$ cat src/sv/atan_pkg.sv
`default_nettype none

package atan_pkg;

    // Default vector component width
    localparam int COORD_WIDTH_DEF = 16;

    // Angle result width and quotient width (quotient spans 0..256)
    localparam int ANGLE_WIDTH = 9;
    localparam int QUOT_BITS   = 9;
    localparam int OCT_WIDTH   = 6;
    localparam int NUM_BOUNDS  = 45;

    // Fixed angles in whole degrees
    localparam logic [ANGLE_WIDTH-1:0] ANGLE_0   = 9'd0;
    localparam logic [ANGLE_WIDTH-1:0] ANGLE_90  = 9'd90;
    localparam logic [ANGLE_WIDTH-1:0] ANGLE_180 = 9'd180;
    localparam logic [ANGLE_WIDTH-1:0] ANGLE_270 = 9'd270;
    localparam logic [ANGLE_WIDTH-1:0] ANGLE_360 = 9'd360;

    // Smallest quotient that rounds up past each half degree d+0.5
    localparam logic [QUOT_BITS-1:0] HALF_DEG_BOUNDS [NUM_BOUNDS] = '{
        9'd3,   9'd7,   9'd12,  9'd16,  9'd21,  9'd25,  9'd30,  9'd34,  9'd39,
        9'd43,  9'd48,  9'd53,  9'd57,  9'd62,  9'd67,  9'd71,  9'd76,  9'd81,
        9'd86,  9'd91,  9'd96,  9'd101, 9'd107, 9'd112, 9'd117, 9'd123, 9'd128,
        9'd134, 9'd139, 9'd145, 9'd151, 9'd157, 9'd164, 9'd170, 9'd176, 9'd183,
        9'd190, 9'd197, 9'd204, 9'd212, 9'd219, 9'd227, 9'd235, 9'd243, 9'd252
    };

    // Side information that travels with each vector through the divider
    typedef struct packed {
        logic                   on_axis;
        logic [ANGLE_WIDTH-1:0] axis_angle;
        logic                   swap;
        logic                   x_neg;
        logic                   y_neg;
    } t_meta;

    // First-octant angle in degrees, 0..45, for ratio index q/256
    // Bounds rise monotonically, so the highest bound passed gives the count
    function automatic logic [OCT_WIDTH-1:0] octant_angle(input logic [QUOT_BITS-1:0] q);
        logic [OCT_WIDTH-1:0] cnt;
        cnt = '0;
        for (int d = 0; d < NUM_BOUNDS; d++) begin
            if (q >= HALF_DEG_BOUNDS[d]) begin
                cnt = OCT_WIDTH'(d + 1);
            end
        end
        return cnt;
    endfunction

endpackage

`default_nettype wire

$ cat src/sv/atan_in_if.sv
`default_nettype none

interface atan_in_if
    import atan_pkg::*;
#(
    parameter int COORD_WIDTH = COORD_WIDTH_DEF
);
    logic                          valid;
    logic                          ready;
    logic signed [COORD_WIDTH-1:0] y_coord;
    logic signed [COORD_WIDTH-1:0] x_coord;

    modport source (output valid, output y_coord, output x_coord, input ready);
    modport sink   (input valid, input y_coord, input x_coord, output ready);
endinterface

`default_nettype wire

$ cat src/sv/atan_out_if.sv
`default_nettype none

interface atan_out_if
    import atan_pkg::*;
();
    logic                   valid;
    logic                   ready;
    logic [ANGLE_WIDTH-1:0] angle_deg;

    modport source (output valid, output angle_deg, input ready);
    modport sink   (input valid, input angle_deg, output ready);
endinterface

`default_nettype wire

$ cat src/sv/atan_div_cell.sv
`default_nettype none

module atan_div_cell
    import atan_pkg::*;
#(
    parameter int COORD_WIDTH = COORD_WIDTH_DEF
) (
    input  wire logic                   i_clk,
    input  wire logic                   i_rst_n,
    input  wire logic                   i_adv,
    input  wire logic                   i_valid,
    input  wire logic [COORD_WIDTH:0]   i_rem,
    input  wire logic [COORD_WIDTH-1:0] i_div,
    input  wire logic [QUOT_BITS-1:0]   i_quot,
    input  wire t_meta                  i_meta,
    output logic                        o_valid,
    output logic [COORD_WIDTH:0]        o_rem,
    output logic [COORD_WIDTH-1:0]      o_div,
    output logic [QUOT_BITS-1:0]        o_quot,
    output t_meta                       o_meta
);

    logic                   ge;
    logic [COORD_WIDTH-1:0] diff;
    logic [COORD_WIDTH:0]   n_rem;
    logic                   r_valid;
    logic [COORD_WIDTH:0]   r_rem;
    logic [COORD_WIDTH-1:0] r_div;
    logic [QUOT_BITS-1:0]   r_quot;
    t_meta                  r_meta;

    // Restoring step: one quotient bit, then shift the partial remainder
    always_comb begin
        ge    = (i_rem >= {1'b0, i_div});
        diff  = ge ? COORD_WIDTH'(i_rem - {1'b0, i_div}) : i_rem[COORD_WIDTH-1:0];
        n_rem = {diff, 1'b0};
    end

    // Track occupancy
    always_ff @(posedge i_clk) begin
        if (!i_rst_n) begin
            r_valid <= 1'b0;
        end else if (i_adv) begin
            r_valid <= i_valid;
        end
    end

    // Hand the working values to the next cell
    always_ff @(posedge i_clk) begin
        if (i_adv) begin
            r_rem  <= n_rem;
            r_div  <= i_div;
            r_quot <= {i_quot[QUOT_BITS-2:0], ge};
            r_meta <= i_meta;
        end
    end

    assign o_valid = r_valid;
    assign o_rem   = r_rem;
    assign o_div   = r_div;
    assign o_quot  = r_quot;
    assign o_meta  = r_meta;

endmodule

`default_nettype wire

$ cat src/sv/atan_angle_stage.sv
`default_nettype none

module atan_angle_stage
    import atan_pkg::*;
(
    input  wire logic                 i_clk,
    input  wire logic                 i_rst_n,
    input  wire logic                 i_adv,
    input  wire logic                 i_valid,
    input  wire logic [QUOT_BITS-1:0] i_quot,
    input  wire t_meta                i_meta,
    output logic                      o_valid,
    output logic [ANGLE_WIDTH-1:0]    o_angle
);

    logic [ANGLE_WIDTH-1:0] oct;
    logic [ANGLE_WIDTH-1:0] first_quad;
    logic [ANGLE_WIDTH-1:0] n_angle;
    logic                   r_valid;
    logic [ANGLE_WIDTH-1:0] r_angle;

    // Look up the octant angle, mirror it, then place it in its quadrant; axis vectors take their fixed angle
    always_comb begin
        oct        = ANGLE_WIDTH'(octant_angle(i_quot));
        first_quad = i_meta.swap ? (ANGLE_90 - oct) : oct;
        if (i_meta.on_axis) begin
            n_angle = i_meta.axis_angle;
        end else if (i_meta.x_neg && !i_meta.y_neg) begin
            n_angle = ANGLE_180 - first_quad;
        end else if (i_meta.x_neg && i_meta.y_neg) begin
            n_angle = ANGLE_180 + first_quad;
        end else if (!i_meta.x_neg && i_meta.y_neg) begin
            n_angle = ANGLE_360 - first_quad;
        end else begin
            n_angle = first_quad;
        end
    end

    // Hold the result until the receiver takes it
    always_ff @(posedge i_clk) begin
        if (!i_rst_n) begin
            r_valid <= 1'b0;
        end else if (i_adv) begin
            r_valid <= i_valid;
        end
    end

    always_ff @(posedge i_clk) begin
        if (i_adv) begin
            r_angle <= n_angle;
        end
    end

    assign o_valid = r_valid;
    assign o_angle = r_angle;

endmodule

`default_nettype wire

$ cat src/sv/atan2_degrees_lookup.sv
// Whole-degree angle of a signed vector (x, y), counterclockwise from +x.
//
// Input channel i_in carries y_coord and x_coord; output channel o_out carries
// angle_deg (0..360, 360 is not wrapped to 0). A transfer happens on a rising
// edge with valid and ready both high. Vectors on an axis get exact answers.
//
// One vector enters every cycle while the receiver keeps up. The path is an
// input register that forms the magnitudes, a chain of 9 divider cells that
// each produce one bit of the 256*min/max quotient, and an output register
// that applies the arctangent table and the quadrant fix-up.
//
// When the receiver stalls with a result waiting, the whole chain holds and
// i_in.ready drops in the same cycle; nothing moves until that result is
// taken. Reset empties all stages.
`default_nettype none

module atan2_degrees_lookup
    import atan_pkg::*;
#(
    parameter int COORD_WIDTH = COORD_WIDTH_DEF
) (
    input  wire logic i_clk,
    input  wire logic i_rst_n,
    atan_in_if.sink   i_in,
    atan_out_if.source o_out
);

    logic                   adv;
    logic [COORD_WIDTH-1:0] x_u;
    logic [COORD_WIDTH-1:0] y_u;
    logic [COORD_WIDTH-1:0] ax;
    logic [COORD_WIDTH-1:0] ay;
    logic                   x_zero;
    logic                   y_zero;
    t_meta                  n_meta;

    logic                   s_valid [QUOT_BITS+1];
    logic [COORD_WIDTH:0]   s_rem   [QUOT_BITS+1];
    logic [COORD_WIDTH-1:0] s_div   [QUOT_BITS+1];
    logic [QUOT_BITS-1:0]   s_quot  [QUOT_BITS+1];
    t_meta                  s_meta  [QUOT_BITS+1];

    logic                   r_valid;
    logic [COORD_WIDTH:0]   r_rem;
    logic [COORD_WIDTH-1:0] r_div;
    t_meta                  r_meta;

    logic                   out_valid;
    logic [ANGLE_WIDTH-1:0] out_angle;

    // Advance the whole chain unless a result sits unclaimed
    assign adv        = !out_valid || o_out.ready;
    assign i_in.ready = adv;

    // Form magnitudes, order them and classify axis cases
    always_comb begin
        x_u    = i_in.x_coord;
        y_u    = i_in.y_coord;
        ax     = x_u[COORD_WIDTH-1] ? (~x_u + COORD_WIDTH'(1)) : x_u;
        ay     = y_u[COORD_WIDTH-1] ? (~y_u + COORD_WIDTH'(1)) : y_u;
        x_zero = (x_u == '0);
        y_zero = (y_u == '0);

        n_meta.x_neg   = x_u[COORD_WIDTH-1];
        n_meta.y_neg   = y_u[COORD_WIDTH-1];
        n_meta.swap    = (ay > ax);
        n_meta.on_axis = x_zero || y_zero;
        if (x_zero && y_zero) begin
            n_meta.axis_angle = ANGLE_0;
        end else if (x_zero) begin
            n_meta.axis_angle = y_u[COORD_WIDTH-1] ? ANGLE_270 : ANGLE_90;
        end else if (x_u[COORD_WIDTH-1]) begin
            n_meta.axis_angle = ANGLE_180;
        end else begin
            n_meta.axis_angle = ANGLE_0;
        end
    end

    // Input register: smaller magnitude is the dividend, larger the divisor
    always_ff @(posedge i_clk) begin
        if (!i_rst_n) begin
            r_valid <= 1'b0;
        end else if (adv) begin
            r_valid <= i_in.valid;
        end
    end

    always_ff @(posedge i_clk) begin
        if (adv) begin
            r_rem  <= {1'b0, (n_meta.swap ? ax : ay)};
            r_div  <= n_meta.swap ? ay : ax;
            r_meta <= n_meta;
        end
    end

    assign s_valid[0] = r_valid;
    assign s_rem[0]   = r_rem;
    assign s_div[0]   = r_div;
    assign s_quot[0]  = '0;
    assign s_meta[0]  = r_meta;

    // Divider chain, most significant quotient bit first
    for (genvar k = 0; k < QUOT_BITS; k++) begin : g_cell
        atan_div_cell #(
            .COORD_WIDTH(COORD_WIDTH)
        ) u_cell (
            .i_clk   (i_clk),
            .i_rst_n (i_rst_n),
            .i_adv   (adv),
            .i_valid (s_valid[k]),
            .i_rem   (s_rem[k]),
            .i_div   (s_div[k]),
            .i_quot  (s_quot[k]),
            .i_meta  (s_meta[k]),
            .o_valid (s_valid[k+1]),
            .o_rem   (s_rem[k+1]),
            .o_div   (s_div[k+1]),
            .o_quot  (s_quot[k+1]),
            .o_meta  (s_meta[k+1])
        );
    end

    atan_angle_stage u_angle (
        .i_clk   (i_clk),
        .i_rst_n (i_rst_n),
        .i_adv   (adv),
        .i_valid (s_valid[QUOT_BITS]),
        .i_quot  (s_quot[QUOT_BITS]),
        .i_meta  (s_meta[QUOT_BITS]),
        .o_valid (out_valid),
        .o_angle (out_angle)
    );

    assign o_out.valid     = out_valid;
    assign o_out.angle_deg = out_angle;

    // The angle never exceeds a full turn
    a_angle_range: assert property (@(posedge i_clk) disable iff (!i_rst_n)
        out_valid |-> (out_angle <= ANGLE_360))
        else $error("angle out of range");

    // A vector leaving the last cell lands in the output register
    a_last_to_out: assert property (@(posedge i_clk) disable iff (!i_rst_n)
        (adv && s_valid[QUOT_BITS]) |=> out_valid)
        else $error("result lost between divider and output");

    // The quotient never exceeds 256
    a_quot_range: assert property (@(posedge i_clk) disable iff (!i_rst_n)
        (s_valid[QUOT_BITS] && !s_meta[QUOT_BITS].on_axis)
            |-> (s_quot[QUOT_BITS] <= QUOT_BITS'(256)))
        else $error("quotient out of range");

    // Nothing comes out right after reset
    a_reset_empty: assert property (@(posedge i_clk)
        $past(!i_rst_n) |-> !out_valid)
        else $error("output valid after reset");

endmodule

`default_nettype wire
$ cat src/flat_wrapper.sv
// flat-port wrapper written by rule: the top's interface ports become plain ports
module atan2_degrees_lookup_flat import atan_pkg::*;
#(
    parameter int COORD_WIDTH = COORD_WIDTH_DEF
)
  (i_clk, i_rst_n, i_in_valid, i_in_y_coord, i_in_x_coord, i_in_ready, o_out_valid, o_out_angle_deg, o_out_ready);
  atan_in_if #(.COORD_WIDTH(COORD_WIDTH)) i_in_i ();
  atan_out_if o_out_i ();
  input  wire logic i_clk;
  input  wire logic i_rst_n;
  input wire logic [$bits(i_in_i.valid)-1:0] i_in_valid;
  input wire logic [$bits(i_in_i.y_coord)-1:0] i_in_y_coord;
  input wire logic [$bits(i_in_i.x_coord)-1:0] i_in_x_coord;
  output wire logic [$bits(i_in_i.ready)-1:0] i_in_ready;
  output wire logic [$bits(o_out_i.valid)-1:0] o_out_valid;
  output wire logic [$bits(o_out_i.angle_deg)-1:0] o_out_angle_deg;
  input wire logic [$bits(o_out_i.ready)-1:0] o_out_ready;
  assign i_in_i.valid = i_in_valid;
  assign i_in_i.y_coord = i_in_y_coord;
  assign i_in_i.x_coord = i_in_x_coord;
  assign i_in_ready = i_in_i.ready;
  assign o_out_valid = o_out_i.valid;
  assign o_out_angle_deg = o_out_i.angle_deg;
  assign o_out_i.ready = o_out_ready;
  atan2_degrees_lookup #(.COORD_WIDTH(COORD_WIDTH)) u_core (.i_clk(i_clk), .i_rst_n(i_rst_n), .i_in(i_in_i), .o_out(o_out_i));
endmodule
$ cat config.mk
export PLATFORM = sky130hd
export DESIGN_NAME = atan2_degrees_lookup_flat
export DESIGN_NICKNAME = d
export VERILOG_FILES = /design/src/sv/atan_pkg.sv /design/src/sv/atan_in_if.sv /design/src/sv/atan_out_if.sv /design/src/sv/atan_div_cell.sv /design/src/sv/atan_angle_stage.sv /design/src/sv/atan2_degrees_lookup.sv /design/src/flat_wrapper.sv
export SDC_FILE = /design/constraint.sdc
export NUM_CORES = 1
export LEC_CHECK = 0
export BUFFER_PORTS_ARGS = -buffer_cell sky130_fd_sc_hd__buf_2
export CORE_MARGIN = 10
export CORE_UTILIZATION = 55
export CTS_CLUSTER_DIAMETER = 50
export CTS_CLUSTER_SIZE = 8
export DETAILED_ROUTE_END_ITERATION = 16
export GPL_TIMING_DRIVEN = 1
export PLACE_DENSITY = 0.71
export SETUP_SLACK_MARGIN = 0.5
export SYNTH_ARGS = -nofsm -noshare
export SYNTH_HDL_FRONTEND = slang
export SYNTH_HIERARCHICAL = 1
export SYNTH_SLANG_ARGS = --single-unit
$ cat constraint.sdc
create_clock -name i_clk -period 15.5 [get_ports i_clk]
set_input_delay 1.55 -clock i_clk [delete_from_list [all_inputs] [get_ports i_clk]]
set_output_delay 1.55 -clock i_clk [all_outputs]
set_load 0.005 [all_outputs]
==> flow_summary.yaml <==
floorplanning:
  die_area_um2: 59980
  start_util_pct: 55.57
  die_w_um: 244.9
  rows: 82
  io_pins: 47
  core_um2: 50070
  dieHeight_um: 244.9
drt:
  via_per_inst: 5.869
  post_drt_wl_per_cell_um: 18.61
  drt_iter0_markers: 1128
  postRouteAntennaNets: 0
  drt_wl_total_mm: 56.06
  num_vias: 17680
  firstDrtPassIters: 5
  drc: 0
timing:
  rsz0062_at_grt: "false"
  period_minus_slack_ns: 5.086
  final.period_utilization_pct: 32.81
  fmax_mhz: 196.6
  finalSetupViolCount: 0
  slew_violations: 0
  setup_tns_ns: 0
  timing.hold.ws_ns: 0.3978
  skew_ns: 0.02465
  max_slew.worst_pin.slew_ns: 1.056
  finalHoldViolCount: 0
  max-slew-margin-rel_pct: 29.59
worst_setup_path:
  critPathCaptureType: "flop"
  crit_type: "flop to flop"
  worstPathMaxFanout: 26
  critPathTopFamily: "simple AND/OR/NAND/NOR gates"
  cp_slowest_cell: "edfxtp_1"
  crit_top_cell: "nand2_1"
  r2r-start: "u_core/g_cell[8].u_cell/o_quot[4]"
  crit_chain: "nand2_1 -> or3_1 -> nand2_1 -> a2111oi_1 -> o221a_1 -> nor3b_1 -> nand2b_1 -> ha_1 -> nand2_1 -> xnor2_2 -> inv_1 -> ha_1 -> a21oi_1 -> o21ai_0 -> nand2_1 -> o2111ai_1 -> o311ai_1 -> nor4_1 -> o31ai_1"
  worst_setup_path_start_kind: "flop"
  max_stage_delay_ns: 0.84
  rr_endpoint: "u_core/u_angle/o_angle[6]"
  reg2regPathDepth: 19
  critPathBufInv: 1
  r2r_slack_ns: 10.41
  crit_arrival_ns: 5.46
  critPathRequiredTime_ns: 15.88
outcome:
  status: "finished clean"
power_and_ir_drop:
  power_frac_seq_pct: 32.4
  p_sw_share_pct: 36.03
  p_sw_mw: 2.478
  clockPowerShare_pct: 21.0
  power_density_nw_per_um2: 226.5
  p_leak_nw: 12.74
  combPwrFrac_pct: 46.6
  ir_worst_vdd_mv: 0.1348
  cell_internal_pwr_mw: 4.399
  power_mw: 6.877
hold_path:
  hold_depth: 0
  hold_class: "flop to flop"
  min_to: "u_core/g_cell[6].u_cell/o_meta[1]"
  hold_start: "u_core/g_cell[5].u_cell/o_meta[1]"
synth:
  mappedNetlistArea_um2: 27820
  yosysWarnings: 6
  netlist_instances: 2267
  avgSynthCellArea_um2: 12.27
finish:
  antenna_cells: 0
  final_area_um2: 30370
  finish.utilization_pct: 60.65
  drive_gt1_share_pct: 13.59
  layout_common_cells: "edfxtp_1, inv_1, ha_1"
  final_common_cell: "edfxtp_1"
  synthToLayoutAreaGrowth_pct: 9.148
  nNetsFinal: 2529
cts:
  clkLatencyLatePin_ns: 0.58
  cts_tree: "built"
  cts_resized: 0
  hold_buffers: 0
  cts.htree.levels: 3
  clockBufferDepth: 3
  cts_buffers: 74
  clk_pin_slew_ns: 0.05
  cts_post_setup_buffers_inserted: 0
  cts_root_buffer: "clkbuf_16"
  cts_sinks: 480
place:
  port_buffers: 46
  hpwlAfterDp_mm: 41.09
  post_dp_cell_area_um2: 28250
  globalplace.congestion: 0.9053
grt:
  antenna_found_initial: 0
  grt_pass1_wl_mm: 91.95
  gr-total-overflow: 0
  grt_max_degree: 200
  grt_use_total_pct: 18.72
  grt_pass1_vias: 17870
run:
  maxCapViolCount: 0
flip-flops by register name (all words and copies together) (netlist names):
| register | flops |
|---|---|
| u_core/u_angle/o_valid | 1 |
| u_core/g_cell.u_cell/o_div | 128 |
| u_core/g_cell.u_cell/o_meta | 117 |
| u_core/r_rem | 16 |
| u_core/r_valid | 1 |
| u_core/g_cell.u_cell/o_rem | 128 |
| u_core/u_angle/o_angle | 9 |
| u_core/g_cell.u_cell/o_valid | 9 |
| u_core/r_meta | 10 |
| u_core/g_cell.u_cell/o_quot | 45 |
| u_core/r_div | 16 |
routing by layer:
layer / GRT usage [%] / vias to the layer above / part of all wire, %
li1: - / 8617 / -
met1: 23.14 / 8514 / 42
met2: 32.31 / 403 / 50
met3: 3.008 / 142 / 3.8
met4: 7.452 / 0 / 3.5
met5: 0 / - / 0
power groups by stage:
stage                     registers [mW]  logic [mW]  clock network, mW
after floorplan                     2.10        2.74                  0
after global placement              2.24        3.11                  0
after detailed placement            2.25        3.17                  0
after CTS                           2.23        3.19               1.48
after global routing                2.27        3.54               1.54
final                               2.23        3.20               1.45
cell type report:
class,count,area (um2)
flip-flops and latches,480,14300
well taps,672,840.8
clock inverters,13,125.1
multi-input cells,1490,11980
inverters,220,843.3
fillers,3985,19700
repair buffers,51,280.3
clock buffers,86,1992
metrics by stage:
stage / cells / setup WS (ns)
finish: 3012 / 10.41
global route: 3012 / 10.03
CTS: 3012 / 10.54
detailed placement: 2913 / 10.14
global placement: 2913 / 10.31
floorplan: 2269 / 0.8169
worst max-delay path by stage:
stage                     cells after the start                        end  slack (ns)                              start
after floorplan                               1                 i_in_ready        0.82                        o_out_ready
after global routing                         19  u_core/u_angle/o_angle[6]       10.03  u_core/g_cell[8].u_cell/o_quot[4]
final                                        19  u_core/u_angle/o_angle[6]       10.41  u_core/g_cell[8].u_cell/o_quot[4]
after global placement                       12           u_core/r_div[14]       10.31                    i_in_y_coord[3]
after detailed placement                     12            u_core/r_div[3]       10.14                    i_in_y_coord[3]
after CTS                                    19  u_core/u_angle/o_angle[6]       10.54  u_core/g_cell[8].u_cell/o_quot[5]
No activity file was read; power rests on OpenSTA's default activity.
